==> src/design/dual_valve_drive_supervisor_assert.svh <==
// assertion macros for the dual valve drive supervisor
`ifndef DUAL_VALVE_DRIVE_SUPERVISOR_ASSERT_SVH
`define DUAL_VALVE_DRIVE_SUPERVISOR_ASSERT_SVH

// same-cycle implication, disabled while reset is asserted
`define DVDS_ASSERT_IMPLY(label, clk, rst_n, ante, cons) \
	label: assert property (@(posedge clk) disable iff (!rst_n) (ante) |-> (cons)) \
		else $error("dvds assertion failed");

// next-cycle implication, disabled while reset is asserted
`define DVDS_ASSERT_NEXT(label, clk, rst_n, ante, cons) \
	label: assert property (@(posedge clk) disable iff (!rst_n) (ante) |=> (cons)) \
		else $error("dvds assertion failed");

`endif

==> src/design/dvds_pkg.sv <==
// shared types and constants of the dual valve drive supervisor
package dvds_pkg;

	localparam int CFG_W                = 16;
	localparam int TICK_COUNT_WIDTH_DEF = 16;

	localparam logic [CFG_W-1:0] CURRENT_CHECK_RESET = 16'd100;
	localparam logic [CFG_W-1:0] RUN_LIMIT_RESET     = 16'd15000;
	localparam logic             COLD_LEVEL_RESET    = 1'b1;
	localparam logic             HOT_LEVEL_RESET     = 1'b0;

	typedef enum logic [2:0] {
		ACT_TICK     = 3'd0,
		ACT_KEY      = 3'd1,
		ACT_OPEN     = 3'd2,
		ACT_CLOSE    = 3'd3,
		ACT_STOP     = 3'd4,
		ACT_FINISH   = 3'd5,
		ACT_OVERLOAD = 3'd6
	} action_t;

	typedef enum logic [1:0] {
		CFG_CURRENT_CHECK = 2'd0,
		CFG_RUN_LIMIT     = 2'd1,
		CFG_COLD_LEVEL    = 2'd2,
		CFG_HOT_LEVEL     = 2'd3
	} cfg_index_t;

	typedef enum logic [1:0] {
		FAULT_OK       = 2'd0,
		FAULT_OVERLOAD = 2'd1,
		FAULT_NO_POWER = 2'd2,
		FAULT_TIMEOUT  = 2'd3
	} fault_t;

	typedef enum logic [1:0] {
		LAMP_OFF   = 2'd0,
		LAMP_ON    = 2'd1,
		LAMP_BLINK = 2'd2
	} lamp_t;

	typedef enum logic [1:0] {
		POS_UNDEF  = 2'd0,
		POS_CLOSED = 2'd1,
		POS_OPEN   = 2'd2
	} pos_t;

	typedef struct packed {
		action_t action;
		logic    sel;
		logic    check;
		logic    open_pin;
		logic    closed_pin;
		logic    current;
		logic    open_level;
	} valve_in_t;

	typedef struct packed {
		logic   enable;
		logic   direction;
		fault_t fault;
		lamp_t  open_lamp;
		lamp_t  closed_lamp;
	} valve_out_t;

	function automatic pos_t decode_pos(input logic open_pin, input logic closed_pin);
		pos_t p;
		if (!open_pin && closed_pin)
			p = POS_OPEN;
		else if (open_pin && !closed_pin)
			p = POS_CLOSED;
		else
			p = POS_UNDEF;
		return p;
	endfunction

endpackage

==> src/design/dvds_valve.sv <==
// per-valve drive state, timers and lamp logic
module dvds_valve
	import dvds_pkg::*;
#(
	parameter int TICK_COUNT_WIDTH = TICK_COUNT_WIDTH_DEF
) (
	input  logic             clk,
	input  logic             arst_n,
	input  logic             advance,
	input  valve_in_t        req,
	input  logic [CFG_W-1:0] current_check_ticks,
	input  logic [CFG_W-1:0] run_limit_ticks,
	output valve_out_t       nxt
);

	localparam int TW = TICK_COUNT_WIDTH;

	logic          on_q, dir_q, cc_arm_q, rl_arm_q;
	fault_t        fault_q;
	lamp_t         open_lamp_q, closed_lamp_q;
	logic [TW-1:0] cc_cnt_q, rl_cnt_q;

	logic          on_n, dir_n, cc_arm_n, rl_arm_n;
	fault_t        fault_n;
	lamp_t         open_lamp_n, closed_lamp_n;
	logic [TW-1:0] cc_cnt_n, rl_cnt_n;

	logic          do_start, start_open;
	pos_t          pos;

	assign pos = decode_pos(req.open_pin, req.closed_pin);

	always_comb begin
		on_n          = on_q;
		dir_n         = dir_q;
		fault_n       = fault_q;
		cc_arm_n      = cc_arm_q;
		cc_cnt_n      = cc_cnt_q;
		rl_arm_n      = rl_arm_q;
		rl_cnt_n      = rl_cnt_q;
		open_lamp_n   = open_lamp_q;
		closed_lamp_n = closed_lamp_q;
		do_start      = 1'b0;
		start_open    = 1'b0;

		case (req.action)
			ACT_TICK: begin
				if (cc_arm_q) begin
					if (cc_cnt_q <= TW'(1)) begin
						cc_cnt_n = '0;
						cc_arm_n = 1'b0;
						if (!req.current) begin
							rl_arm_n = 1'b0;
							rl_cnt_n = '0;
							if (fault_q == FAULT_OK) begin
								on_n  = 1'b0;
								dir_n = 1'b0;
							end
							fault_n       = FAULT_NO_POWER;
							open_lamp_n   = LAMP_BLINK;
							closed_lamp_n = LAMP_BLINK;
						end
					end else begin
						cc_cnt_n = cc_cnt_q - TW'(1);
					end
				end
				if (rl_arm_n) begin
					if (rl_cnt_n <= TW'(1)) begin
						rl_cnt_n = '0;
						rl_arm_n = 1'b0;
						if (on_n) begin
							if (fault_n == FAULT_OK) begin
								on_n  = 1'b0;
								dir_n = 1'b0;
							end
							fault_n       = FAULT_TIMEOUT;
							open_lamp_n   = LAMP_BLINK;
							closed_lamp_n = LAMP_BLINK;
						end
					end else begin
						rl_cnt_n = rl_cnt_n - TW'(1);
					end
				end
			end
			ACT_KEY: begin
				if (req.sel) begin
					fault_n = FAULT_OK;
					if (!on_q) begin
						open_lamp_n   = LAMP_OFF;
						closed_lamp_n = LAMP_OFF;
					end
					do_start   = 1'b1;
					start_open = (pos == POS_CLOSED);
				end
			end
			ACT_OPEN: begin
				if (req.sel && (!req.check || pos == POS_CLOSED)) begin
					do_start   = 1'b1;
					start_open = 1'b1;
				end
			end
			ACT_CLOSE: begin
				if (req.sel && (!req.check || pos == POS_OPEN))
					do_start = 1'b1;
			end
			ACT_STOP: begin
				if (req.sel) begin
					if (fault_q == FAULT_OK) begin
						on_n  = 1'b0;
						dir_n = 1'b0;
					end
					open_lamp_n   = LAMP_OFF;
					closed_lamp_n = LAMP_OFF;
				end
			end
			ACT_FINISH: begin
				if (req.sel) begin
					if (fault_q == FAULT_OK) begin
						on_n  = 1'b0;
						dir_n = 1'b0;
					end
					case (pos)
						POS_CLOSED: begin
							open_lamp_n   = LAMP_OFF;
							closed_lamp_n = LAMP_ON;
						end
						POS_OPEN: begin
							open_lamp_n   = LAMP_ON;
							closed_lamp_n = LAMP_OFF;
						end
						default: begin
							open_lamp_n   = LAMP_BLINK;
							closed_lamp_n = LAMP_BLINK;
						end
					endcase
				end
			end
			ACT_OVERLOAD: begin
				if (req.sel) begin
					if (fault_q == FAULT_OK) begin
						on_n  = 1'b0;
						dir_n = 1'b0;
					end
					fault_n       = FAULT_OVERLOAD;
					open_lamp_n   = LAMP_BLINK;
					closed_lamp_n = LAMP_BLINK;
				end
			end
			default: begin
			end
		endcase

		if (do_start && fault_n == FAULT_OK) begin
			on_n          = 1'b1;
			dir_n         = start_open ? req.open_level : ~req.open_level;
			open_lamp_n   = start_open ? LAMP_BLINK : LAMP_OFF;
			closed_lamp_n = start_open ? LAMP_OFF : LAMP_BLINK;
			cc_cnt_n      = TW'(current_check_ticks);
			cc_arm_n      = 1'b1;
			rl_cnt_n      = TW'(run_limit_ticks);
			rl_arm_n      = 1'b1;
		end
	end

	always_ff @(posedge clk or negedge arst_n) begin
		if (!arst_n) begin
			on_q          <= 1'b0;
			dir_q         <= 1'b0;
			fault_q       <= FAULT_OK;
			cc_arm_q      <= 1'b0;
			cc_cnt_q      <= '0;
			rl_arm_q      <= 1'b0;
			rl_cnt_q      <= '0;
			open_lamp_q   <= LAMP_BLINK;
			closed_lamp_q <= LAMP_BLINK;
		end else if (advance) begin
			on_q          <= on_n;
			dir_q         <= dir_n;
			fault_q       <= fault_n;
			cc_arm_q      <= cc_arm_n;
			cc_cnt_q      <= cc_cnt_n;
			rl_arm_q      <= rl_arm_n;
			rl_cnt_q      <= rl_cnt_n;
			open_lamp_q   <= open_lamp_n;
			closed_lamp_q <= closed_lamp_n;
		end
	end

	assign nxt = '{enable: on_n, direction: dir_n, fault: fault_n,
		open_lamp: open_lamp_n, closed_lamp: closed_lamp_n};

endmodule

==> src/design/dual_valve_drive_supervisor.sv <==
// top level of the dual valve drive supervisor
// usage:
// requests enter on the s_ group: s_tuser carries the action and the valve select,
// s_tdata the position-check flag, the limit-switch pins and the current-sense pins.
// every request gives exactly one result on the m_ group: drive pins, fault codes,
// lamp modes and the report flag, all packed in m_tdata.
// a request is held in the input register; the cold and hot valve units then
// update their state and the result register in the same cycle.
// one request per cycle is sustained while the receiver takes results; the only loop is
// the state update of each valve unit.
// when the receiver stalls, the result register holds and the input register still
// takes one more request; s_tready then drops until the result is taken.
// reset (arst_n low) stops both drives, clears faults, timers and pending results,
// sets all lamps to blink and loads the register defaults; the user must write registers
// through cfg_wen/cfg_index/cfg_wdata only while the block is idle, not enforced here.
`include "dual_valve_drive_supervisor_assert.svh"

module dual_valve_drive_supervisor
	import dvds_pkg::*;
#(
	parameter int TICK_COUNT_WIDTH = TICK_COUNT_WIDTH_DEF
) (
	input  logic             clk,
	input  logic             arst_n,
	input  logic             s_tvalid,
	output logic             s_tready,
	// check_position, cold_open_pin, cold_closed_pin, hot_open_pin, hot_closed_pin,
	// cold_current, hot_current, zero pad
	input  logic [7:0]       s_tdata,
	// action[2:0], valve
	input  logic [3:0]       s_tuser,
	output logic             m_tvalid,
	input  logic             m_tready,
	// cold_enable, cold_direction, hot_enable, hot_direction, cold_fault[1:0],
	// hot_fault[1:0], cold_open_lamp[1:0], cold_closed_lamp[1:0], hot_open_lamp[1:0],
	// hot_closed_lamp[1:0], report_request, zero pad
	output logic [23:0]      m_tdata,
	input  logic             cfg_wen,
	input  logic [1:0]       cfg_index,
	input  logic [CFG_W-1:0] cfg_wdata
);

	logic [CFG_W-1:0] cc_ticks_q, rl_ticks_q;
	logic             cold_level_q, hot_level_q;

	logic             valid_s1;
	action_t          act_s1;
	logic             valve_s1;
	logic [6:0]       pins_s1;

	logic             out_valid_q;
	logic [16:0]      out_data_q;

	logic             advance;
	valve_in_t        cold_req, hot_req;
	valve_out_t       cold_nxt, hot_nxt;

	always_ff @(posedge clk or negedge arst_n) begin
		if (!arst_n) begin
			cc_ticks_q   <= CURRENT_CHECK_RESET;
			rl_ticks_q   <= RUN_LIMIT_RESET;
			cold_level_q <= COLD_LEVEL_RESET;
			hot_level_q  <= HOT_LEVEL_RESET;
		end else if (cfg_wen) begin
			unique case (cfg_index_t'(cfg_index))
				CFG_CURRENT_CHECK: cc_ticks_q   <= cfg_wdata;
				CFG_RUN_LIMIT:     rl_ticks_q   <= cfg_wdata;
				CFG_COLD_LEVEL:    cold_level_q <= cfg_wdata[0];
				CFG_HOT_LEVEL:     hot_level_q  <= cfg_wdata[0];
				default: begin
				end
			endcase
		end
	end

	assign advance  = valid_s1 && (!out_valid_q || m_tready);
	assign s_tready = !valid_s1 || advance;

	// input register
	always_ff @(posedge clk or negedge arst_n) begin
		if (!arst_n)
			valid_s1 <= 1'b0;
		else if (s_tready)
			valid_s1 <= s_tvalid;
	end

	always_ff @(posedge clk) begin
		if (s_tvalid && s_tready) begin
			act_s1   <= action_t'(s_tuser[2:0]);
			valve_s1 <= s_tuser[3];
			pins_s1  <= s_tdata[6:0];
		end
	end

	assign cold_req = '{action: act_s1, sel: !valve_s1, check: pins_s1[0],
		open_pin: pins_s1[1], closed_pin: pins_s1[2], current: pins_s1[5],
		open_level: cold_level_q};
	assign hot_req = '{action: act_s1, sel: valve_s1, check: pins_s1[0],
		open_pin: pins_s1[3], closed_pin: pins_s1[4], current: pins_s1[6],
		open_level: hot_level_q};

	dvds_valve #(
		.TICK_COUNT_WIDTH(TICK_COUNT_WIDTH)
	) u_cold (
		.clk                (clk),
		.arst_n             (arst_n),
		.advance            (advance),
		.req                (cold_req),
		.current_check_ticks(cc_ticks_q),
		.run_limit_ticks    (rl_ticks_q),
		.nxt                (cold_nxt)
	);

	dvds_valve #(
		.TICK_COUNT_WIDTH(TICK_COUNT_WIDTH)
	) u_hot (
		.clk                (clk),
		.arst_n             (arst_n),
		.advance            (advance),
		.req                (hot_req),
		.current_check_ticks(cc_ticks_q),
		.run_limit_ticks    (rl_ticks_q),
		.nxt                (hot_nxt)
	);

	// result register
	always_ff @(posedge clk or negedge arst_n) begin
		if (!arst_n)
			out_valid_q <= 1'b0;
		else if (advance)
			out_valid_q <= 1'b1;
		else if (m_tready)
			out_valid_q <= 1'b0;
	end

	always_ff @(posedge clk) begin
		if (advance)
			out_data_q <= {act_s1 == ACT_FINISH,
				hot_nxt.closed_lamp, hot_nxt.open_lamp,
				cold_nxt.closed_lamp, cold_nxt.open_lamp,
				hot_nxt.fault, cold_nxt.fault,
				hot_nxt.direction, hot_nxt.enable,
				cold_nxt.direction, cold_nxt.enable};
	end

	assign m_tvalid = out_valid_q;
	assign m_tdata  = {7'd0, out_data_q};

	`DVDS_ASSERT_NEXT(a_advance_fills_result, clk, arst_n, advance, m_tvalid)
	`DVDS_ASSERT_IMPLY(a_stall_only_when_full, clk, arst_n, !s_tready,
		valid_s1 && m_tvalid && !m_tready)
	`DVDS_ASSERT_IMPLY(a_cold_dir_low_when_off, clk, arst_n, m_tvalid && !m_tdata[0],
		!m_tdata[1])
	`DVDS_ASSERT_IMPLY(a_hot_dir_low_when_off, clk, arst_n, m_tvalid && !m_tdata[2],
		!m_tdata[3])

endmodule
==> config.mk <==
export PLATFORM = sky130hd
export DESIGN_NAME = dual_valve_drive_supervisor
export DESIGN_NICKNAME = d
export VERILOG_FILES = /design/src/design/dvds_pkg.sv /design/src/design/dvds_valve.sv /design/src/design/dual_valve_drive_supervisor.sv
export VERILOG_INCLUDE_DIRS = /design/src /design/src/design
export SDC_FILE = /design/constraint.sdc
export NUM_CORES = 1
export LEC_CHECK = 0
export BUFFER_PORTS_ARGS = -buffer_cell sky130_fd_sc_hd__clkbuf_2
export CAP_MARGIN = 40
export CORE_ASPECT_RATIO = 0.8
export CORE_MARGIN = 2
export CORE_UTILIZATION = 60
export DETAILED_ROUTE_END_ITERATION = 10
export PLACE_DENSITY = 0.83
export SYNTH_ARGS = -nofsm -noshare
export SYNTH_HDL_FRONTEND = slang
export SYNTH_SLANG_ARGS = --single-unit
==> constraint.sdc <==
create_clock -name clk -period 5.07 [get_ports clk]
set_input_delay 0.7605 -clock clk [delete_from_list [all_inputs] [get_ports clk]]
set_output_delay 0.7605 -clock clk [all_outputs]
set_load 0.01 [all_outputs]
==> impl_table.tex, run 1 <==
\begin{tabular}{lr}
\hline
Metric & Value \\
\hline
\multicolumn{2}{l}{\textbf{Setup path}} \\
\quad WS Path Type & register to register \\
\quad Worst endpoint data arrival time & 4350 ps \\
\quad Ordered list of cells on the worst path & nor4\_4 > o2111a\_1 > nand4\_1 > nand2\_1 > inv\_1 > ha\_1 > or2\_2 > and4\_1 > and2\_1 > a21oi\_1 > o21ai\_0 > or2\_2 > a21oi\_1 \\
\quad Worst-path cell with the longest stage delay & sky130\_fd\_sc\_hd\_\_nor4\_4 \\
\quad Critical Path Max Stage Delay & 470 ps \\
\quad Kind of end point of the critical path & register \\
\quad Worst setup SP type & register \\
\quad Reg-to-reg setup timing slack & 990 ps \\
\quad Required arrival time at the worst endpoint & 5350 ps \\
\quad Setup crit start & u\_hot.cc\_cnt\_q[7]\$\_DFFE\_PN0P\_ \\
\quad CP Buf/Inv Count & 1 \\
\quad Max Fanout on Critical Path & 9 \\
\quad Reg-to-reg critical path startpoint & u\_hot.cc\_cnt\_q[7]\$\_DFFE\_PN0P\_ \\
\quad Kind of cell adding the most delay to the critical path & simple AND/OR/NAND/NOR gates \\
\multicolumn{2}{l}{\textbf{Yosys}} \\
\quad Synthesized cell area & 8930 µm² \\
\quad Library cell occupying the most area in the post-synthesis netlist & sky130\_fd\_sc\_hd\_\_dfrtp\_1 \\
\quad Top post-synthesis cells by area & sky130\_fd\_sc\_hd\_\_dfrtp\_1 (29\%), sky130\_fd\_sc\_hd\_\_edfxtp\_1 (9.4\%), sky130\_fd\_sc\_hd\_\_mux2\_2 (5.2\%), sky130\_fd\_sc\_hd\_\_dfstp\_2 (4.4\%), sky130\_fd\_sc\_hd\_\_a21oi\_1 (4.0\%) \\
\quad Number of distinct library cells after synthesis & 86 \\
\quad Area share of the largest cell type after synthesis & 0.294 \\
\quad Async set or reset register ratio after synthesis & 0.811 \\
\quad Post-synth top flop & sky130\_fd\_sc\_hd\_\_dfrtp\_1 \\
\quad Mean cell area of the mapped netlist & 9.42 µm² \\
\quad Number of enable flip-flop cells after synthesis & 28 \\
\quad Yosys warning count & 0 \\
\quad Gate count of the mapped netlist & 948 \\
\quad Yosys reg bits & 148 \\
\quad Share of the yosys chip area belonging to registers & 0.433 \\
\multicolumn{2}{l}{\textbf{CTS}} \\
\quad Number of buffers inserted by hold repair at cts & 0 \\
\quad CTS tree & built \\
\quad H-tree depth reported by CTS & 4 \\
\quad Clock latency of the later-clocked register in the worst-skew pair & 430 ps \\
\quad Clock slew seen by the registers of the worst setup and hold paths & 70 ps \\
\quad Root Buffer & sky130\_fd\_sc\_hd\_\_clkbuf\_16 \\
\quad Max Root-Sink Buffers & 2 \\
\quad \# clock sinks & 148 \\
\quad \# Post-CTS Setup Buffers & 0 \\
\quad Quantity of gates resized following cts & 0 \\
\quad Cts bufs inserted & 17 \\
\multicolumn{2}{l}{\textbf{Place}} \\
\quad Count of buffers inserted at the top-level ports & 52 \\
\quad Placed wire-length estimate & 16300 µm \\
\quad Placer congestion estimate & 0.950 \\
\multicolumn{2}{l}{\textbf{Routing}} \\
\quad DR DRC count & 0 \\
\quad Avg WL per Cell & 19.8 µm \\
\quad Iter 0 DRT Violations & 1213 \\
\quad Remaining number of nets flagged by the antenna check after routing & 0 \\
\quad Vias post-DR & 7857 \\
\quad Router iterations before antenna repair & 6 \\
\quad Via density & 6.69 \\
\quad Sum of routed wire length over all layers & 23300 µm \\
\multicolumn{2}{l}{\textbf{Outcome}} \\
\quad Outcome & completed \\
\multicolumn{2}{l}{\textbf{Global routing}} \\
\quad GRT Resource Usage Total & 0.300 \\
\quad Wire length of the first global-routing pass & 37900 µm \\
\quad Antenna violations before repair & 0 \\
\quad Total overflow reported by the global router & 0 \\
\quad Maximum number of pins on one net before global-route repair & 55 \\
\quad Vias in the first global route & 7252 \\
\multicolumn{2}{l}{\textbf{Die}} \\
\quad Starting utilization of the core area & 0.620 \\
\quad Area of the die & 15900 µm² \\
\quad Chip Height & 113 µm \\
\quad Number of rows created at floorplan & 39 \\
\quad Total I/O pin count & 61 \\
\quad Core Footprint & 14400 µm² \\
\quad Die span in x & 140 µm \\
\multicolumn{2}{l}{\textbf{Timing}} \\
\quad Fmax & 245 MHz \\
\quad Final TNS setup & 0 ps \\
\quad Count of endpoints failing setup in the final report & 0 \\
\quad Worst slew pin tran & 877 ps \\
\quad Clock period minus final worst setup slack & 4080 ps \\
\quad Worst clock skew & 7.44 ps \\
\quad RSZ-0062 raised after global routing & no \\
\quad Hold Fails Final Rpt & 0 \\
\quad Number of pins with negative max-slew slack in the final report & 0 \\
\quad Ratio of final minimum period to clock period & 0.804 \\
\quad Worst slew margin relative to its limit & 0.413 \\
\multicolumn{2}{l}{\textbf{Pwr}} \\
\quad Power per Cell Area & 479 nW/µm² \\
\quad Standby leakage power & 3.91 nW \\
\quad Maximum ir drop on the vdd rail & 0.289 mV \\
\quad Total Power Consumption & 4.66 mW \\
\quad Share of power burned in the clock network & 0.265 \\
\quad Share of total power in combinational logic & 0.301 \\
\quad Share of total power in sequential cells & 0.434 \\
\quad Share of total power consumed by net switching & 0.381 \\
\quad Sw Pwr & 1.78 mW \\
\quad Cell internal power dissipation & 2.88 mW \\
\multicolumn{2}{l}{\textbf{Layout}} \\
\quad Final antenna diode count & 0 \\
\quad Area growth syn-to-layout & 9.05\% \\
\quad Share of final-layout standard cells stronger than drive strength 1 & 0.192 \\
\quad Number of nets in the layout & 1027 \\
\multicolumn{2}{l}{\textbf{Min path}} \\
\quad Hold crit path type & input port to async pin \\
\multicolumn{2}{l}{\textbf{Run}} \\
\quad Reported max-cap violation count & 0 \\
\hline
\end{tabular}
-- registers in the layout, summed over array words and instances, names as in the netlist, 2 cells and up --
register,count
rl_ticks_q,16
act_s1,3
u_cold.open_lamp_q,2
u_hot.cc_cnt_q,16
u_hot.open_lamp_q,2
pins_s1,7
u_cold.rl_cnt_q,16
u_cold.fault_q,2
u_cold.closed_lamp_q,2
u_hot.fault_q,2
u_hot.closed_lamp_q,2
cc_ticks_q,16
out_data_q,17
u_hot.rl_cnt_q,16
u_cold.cc_cnt_q,16
-- cells in the final DEF (no fill, tap or decap), types with 12 or more instances in the layout --
cell type                   Yosys  routed
sky130_fd_sc_hd__o21ai_0       65      65
sky130_fd_sc_hd__clkbuf_16      0      17
sky130_fd_sc_hd__inv_1         33      33
sky130_fd_sc_hd__buf_4         13      12
sky130_fd_sc_hd__clkbuf_2       0      51
sky130_fd_sc_hd__nand2_1       84      84
sky130_fd_sc_hd__dfstp_2       15      15
sky130_fd_sc_hd__nand3_1       26      26
sky130_fd_sc_hd__dfrtp_1      105     105
sky130_fd_sc_hd__a21oi_1       72      72
sky130_fd_sc_hd__nor4_1        24      24
sky130_fd_sc_hd__ha_1          14      14
sky130_fd_sc_hd__o2bb2ai_1     19      19
sky130_fd_sc_hd__mux2_2        41      41
sky130_fd_sc_hd__a22o_1        16      16
sky130_fd_sc_hd__nor3_1        40      40
sky130_fd_sc_hd__edfxtp_1      28      28
sky130_fd_sc_hd__nor2_1        75      75
sky130_fd_sc_hd__nand2b_1      14      14
-- final timing paths --
check | cells after the start | endpoint
hold / removal | 1 | u_cold.open_lamp_q[0]$_DFFE_PN0P_
min in group clk | 1 | u_hot.cc_cnt_q[12]$_DFFE_PN0P_
setup / recovery | 13 | out_data_q[14]$_DFFE_PP_
hold reg to reg | 1 | u_hot.cc_cnt_q[12]$_DFFE_PN0P_
setup reg to reg | 13 | out_data_q[14]$_DFFE_PP_
max in group asynchronous | 2 | rl_ticks_q[13]$_DFFE_PN1P_
-- synth_stat cells (4+ instances only) --
cell type and count:
sky130_fd_sc_hd__o22ai_1 10, sky130_fd_sc_hd__nor2_1 75, sky130_fd_sc_hd__o21ai_0 65, sky130_fd_sc_hd__o31ai_1 10, sky130_fd_sc_hd__o21a_1 11, sky130_fd_sc_hd__nand2b_1 14, sky130_fd_sc_hd__nor3_2 5, sky130_fd_sc_hd__nor3b_1 10
sky130_fd_sc_hd__a221oi_1 6, sky130_fd_sc_hd__buf_6 9, sky130_fd_sc_hd__o21ai_1 11, sky130_fd_sc_hd__or2_2 4, sky130_fd_sc_hd__buf_2 15, sky130_fd_sc_hd__dfrtp_1 105, sky130_fd_sc_hd__nand2_1 84, sky130_fd_sc_hd__and3_1 5
sky130_fd_sc_hd__a31oi_1 4, sky130_fd_sc_hd__nand3_1 26, sky130_fd_sc_hd__nor3_1 40, sky130_fd_sc_hd__inv_1 33, sky130_fd_sc_hd__a21o_1 6, sky130_fd_sc_hd__or3_1 10, sky130_fd_sc_hd__a211oi_1 5, sky130_fd_sc_hd__buf_4 13
sky130_fd_sc_hd__nand4_1 8, sky130_fd_sc_hd__nor4_1 24, sky130_fd_sc_hd__dfstp_2 15, sky130_fd_sc_hd__clkbuf_1 20, sky130_fd_sc_hd__a21oi_2 5, sky130_fd_sc_hd__and2_1 8, sky130_fd_sc_hd__a22oi_1 10, sky130_fd_sc_hd__ha_1 14
sky130_fd_sc_hd__o2bb2ai_1 19, sky130_fd_sc_hd__mux2_2 41, sky130_fd_sc_hd__o211ai_1 11, sky130_fd_sc_hd__a22o_1 16, sky130_fd_sc_hd__a21oi_1 72, sky130_fd_sc_hd__or4_1 5, sky130_fd_sc_hd__edfxtp_1 28
-- kinds of logic after synthesis --
| group | synth area share |
|---|---|
| AO/OA/AOI/OAI | 0.232 |
| XOR/XNOR | 0.00294 |
| adder cells (fa/ha/maj) | 0.0196 |
| buffers and inverters | 0.0573 |
| flip-flops | 0.433 |
| multiplexers | 0.0528 |
| other | 0.000420 |
| AND/OR/NAND/NOR | 0.202 |
-- cell type report --
class / instances / area (µm²)
multi-input cells: 713 / 4590
inverters: 34 / 128
well taps: 184 / 230
flip-flops and latches: 148 / 3860
fillers: 1064 / 4660
repair buffers: 64 / 357
clock buffers: 17 / 425
clock inverters: 15 / 145
-- power by group through the flow --
stage / Sequential (mW) / Clock (mW) / Combinational [mW]
floorplan: 1.86 / 0 / 1.14
global placement: 2.00 / 0 / 1.32
detailed placement: 2.01 / 0 / 1.37
CTS: 2.00 / 1.24 / 1.38
global route: 2.06 / 1.30 / 1.56
finish: 2.02 / 1.24 / 1.40
-- metal layers --
metal  part of all wire  GRT usage
met1               0.44      0.446
met2               0.44      0.429
met3              0.098     0.0753
met4              0.026      0.102
met5                  0          0
-- per-stage QoR --
stage / area, µm² / hold WS [ps] / setup WS, ps / util / cells
after floorplan: 8950 / 457 / 1880 / - / 954
after global placement: 9150 / 465 / 1240 / 0.635 / 1141
after detailed placement: 9170 / 482 / 1150 / 0.637 / 1143
after CTS: 9740 / 401 / 1160 / 0.676 / 1175
after global routing: 9740 / 430 / 771 / 0.676 / 1175
final: 9740 / 375 / 994 / 0.676 / 1175
(Power assumes the default switching activity.)
==> run 2, diff against run 1 <==
Clock period 5.07 ns to 3.88 ns, I/O delays scaled along.
==> run 2 against run 1 <==
Net effect: fmax up 11%; critical endpoint is now out_data_q[12]$_DFFE_PP_; design area grew 1.5%; first-iteration DRC count is 6.8% higher; critical path type unchanged; clock skew up 0.74 ps; sequential share of layout area fell by 0.58 points; largest power group unchanged; hold slack worse by 290 ps; clock power grew 34%; critical path depth rose by 1; combinational power grew 35%; cell count up 1.1%.
==> impl_table.tex, run 2 (synthesis gave the netlist of run 1 again) <==
\begin{tabular}{lr}
\hline
Metric & Value \\
\hline
\multicolumn{2}{l}{\textbf{Global routing}} \\
\quad Antenna violations before repair & 0 \\
\quad Total overflow reported by the global router & 0 \\
\quad Maximum number of pins on one net before global-route repair & 96 \\
\quad Wire length of the first global-routing pass & 40100 µm \\
\quad Vias in the first global route & 7331 \\
\quad GRT Resource Usage Total & 0.321 \\
\multicolumn{2}{l}{\textbf{Timing}} \\
\quad Worst clock skew & 8.18 ps \\
\quad Count of endpoints failing setup in the final report & 0 \\
\quad Worst hold margin & 80.2 ps \\
\quad Ratio of final minimum period to clock period & 0.949 \\
\quad Hold Fails Final Rpt & 0 \\
\quad Clock period minus final worst setup slack & 3680 ps \\
\quad Worst slew margin relative to its limit & 0.383 \\
\quad Fmax & 272 MHz \\
\quad RSZ-0062 raised after global routing & no \\
\quad Final TNS setup & 0 ps \\
\quad Number of pins with negative max-slew slack in the final report & 0 \\
\quad Worst slew pin tran & 922 ps \\
\multicolumn{2}{l}{\textbf{Layout}} \\
\quad Area growth syn-to-layout & 10.7\% \\
\quad Commonest cells after routing, fill and taps aside & sky130\_fd\_sc\_hd\_\_dfrtp\_1 (105), sky130\_fd\_sc\_hd\_\_nand2\_1 (84), sky130\_fd\_sc\_hd\_\_nor2\_1 (75) \\
\quad Share of final-layout standard cells stronger than drive strength 1 & 0.202 \\
\quad Flip-flop count of the largest register after layout & 17 \\
\quad Number of nets in the layout & 1041 \\
\quad Register ranked first by flip-flop count & out\_data\_q \\
\quad Leading cell type in the layout, fill and taps excluded & sky130\_fd\_sc\_hd\_\_dfrtp\_1 \\
\quad Final antenna diode count & 0 \\
\multicolumn{2}{l}{\textbf{Pwr}} \\
\quad Maximum ir drop on the vdd rail & 0.374 mV \\
\quad Standby leakage power & 3.99 nW \\
\quad Total Power Consumption & 6.20 mW \\
\quad Power per Cell Area & 627 nW/µm² \\
\multicolumn{2}{l}{\textbf{Die}} \\
\quad Die span in x & 140 µm \\
\quad Core Footprint & 14400 µm² \\
\quad Starting utilization of the core area & 0.620 \\
\quad Area of the die & 15900 µm² \\
\quad Number of rows created at floorplan & 39 \\
\quad Total I/O pin count & 61 \\
\quad Chip Height & 113 µm \\
\multicolumn{2}{l}{\textbf{Place}} \\
\quad Placer congestion estimate & 0.974 \\
\quad Count of buffers inserted at the top-level ports & 52 \\
\quad Placed wire-length estimate & 16900 µm \\
\multicolumn{2}{l}{\textbf{Routing}} \\
\quad Metal3 WL & 2530 µm \\
\quad Sum of routed wire length over all layers & 24600 µm \\
\quad Avg WL per Cell & 20.7 µm \\
\quad Met1 layer wirelength in the final routing & 10700 µm \\
\quad Highest metal layer with signal wires & met4 \\
\quad Iter 0 DRT Violations & 1296 \\
\quad Via density & 6.80 \\
\quad Remaining number of nets flagged by the antenna check after routing & 0 \\
\quad DR DRC count & 0 \\
\quad Routed length on met2 & 10800 µm \\
\quad Vias post-DR & 8074 \\
\quad Router iterations before antenna repair & 5 \\
\multicolumn{2}{l}{\textbf{Outcome}} \\
\quad Outcome & completed \\
\multicolumn{2}{l}{\textbf{CTS}} \\
\quad \# Post-CTS Setup Buffers & 0 \\
\quad \# clock sinks & 148 \\
\quad Root Buffer & sky130\_fd\_sc\_hd\_\_clkbuf\_16 \\
\quad Quantity of gates resized following cts & 0 \\
\quad Cts bufs inserted & 17 \\
\quad Clock latency of the later-clocked register in the worst-skew pair & 430 ps \\
\quad Max Root-Sink Buffers & 2 \\
\quad Number of buffers inserted by hold repair at cts & 0 \\
\quad Clock slew seen by the registers of the worst setup and hold paths & 60 ps \\
\quad CTS tree & built \\
\quad H-tree depth reported by CTS & 4 \\
\multicolumn{2}{l}{\textbf{Setup path}} \\
\quad Worst endpoint data arrival time & 3960 ps \\
\quad Max Fanout on Critical Path & 8 \\
\quad Worst setup SP type & register \\
\quad WS Path Type & register to register \\
\quad Kind of end point of the critical path & register \\
\quad Setup crit start & u\_hot.cc\_cnt\_q[0]\$\_DFFE\_PN0P\_ \\
\quad Required arrival time at the worst endpoint & 4150 ps \\
\quad Worst r2r dst & out\_data\_q[12]\$\_DFFE\_PP\_ \\
\quad Last element of the critical path & out\_data\_q[12]\$\_DFFE\_PP\_ \\
\quad Worst-case reg-to-reg path depth & 14 \\
\quad Reg-to-reg critical path startpoint & u\_hot.cc\_cnt\_q[0]\$\_DFFE\_PN0P\_ \\
\quad Reg-to-reg setup timing slack & 200 ps \\
\multicolumn{2}{l}{\textbf{Run}} \\
\quad Reported max-cap violation count & 0 \\
\multicolumn{2}{l}{\textbf{Min path}} \\
\quad Hold crit path type & input port to async pin \\
\hline
\end{tabular}
-- run 2: critical path: stages (launching register included) --
cell and delay, ps:
sky130_fd_sc_hd__dfrtp_1 420, sky130_fd_sc_hd__inv_1 100, sky130_fd_sc_hd__ha_1 270, sky130_fd_sc_hd__o2111a_1 290, sky130_fd_sc_hd__nand4_1 130, sky130_fd_sc_hd__buf_4 180
sky130_fd_sc_hd__nand2_1 90, sky130_fd_sc_hd__ha_1 230, sky130_fd_sc_hd__or2_2 330, sky130_fd_sc_hd__and4_1 250, sky130_fd_sc_hd__and2_1 180, sky130_fd_sc_hd__a21oi_1 350
sky130_fd_sc_hd__o21ai_0 230, sky130_fd_sc_hd__or2_2 320, sky130_fd_sc_hd__a21oi_1 150
-- run 2: metrics by stage --
| stage | instance area (µm²) | worst slack, ps | instances | util |
|---|---|---|---|---|
| 2_1_floorplan | 8950 | 692 | 954 | - |
| 3_3_place_gp | 9280 | 434 | 1157 | 0.645 |
| 3_5_place_dp | 9280 | 296 | 1157 | 0.645 |
| 4_1_cts | 9880 | 232 | 1188 | 0.686 |
| 5_1_grt | 9880 | 26.4 | 1188 | 0.686 |
| 6_report | 9880 | 198 | 1188 | 0.686 |
-- run 2: how the worst min path moves through the flow --
stage	endpoint	cells after the start	start
global route	u_cold.open_lamp_q[0]$_DFFE_PN0P_	1	arst_n
finish	u_cold.open_lamp_q[0]$_DFFE_PN0P_	1	arst_n
floorplan	cc_ticks_q[0]$_DFFE_PN0P_	0	arst_n
global placement	m_tvalid$_DFFE_PN0P_	1	valid_s1$_DFFE_PN0N_
detailed placement	u_hot.cc_cnt_q[12]$_DFFE_PN0P_	1	u_hot.cc_cnt_q[12]$_DFFE_PN0P_
CTS	u_cold.open_lamp_q[0]$_DFFE_PN0P_	1	arst_n
-- run 2: area by class of cell --
class	instances	area, µm²
Multi-Input combinational cell	713	4590
Tap cell	184	230
Sequential cell	148	3860
Inverter	34	128
Clock buffer	24	533
Fill cell	1104	4520
Timing Repair Buffer	78	470
Clock inverter	7	67.6
-- run 2: power breakdown --
group	internal (mW)	total, mW	leakage (nW)	switching (mW)
Clock	1.02	1.66	0.291	0.648
Combinational	0.837	1.89	2.01	1.05
Sequential	2.06	2.65	1.69	0.587
Total	3.91	6.20	3.99	2.29
-- run 2: routing by layer --
layer	vias to the layer above	track usage
met3	50	0.0702
met5	-	0
met4	0	0.0929
met2	501	0.467
li1	3629	-
met1	3894	0.487
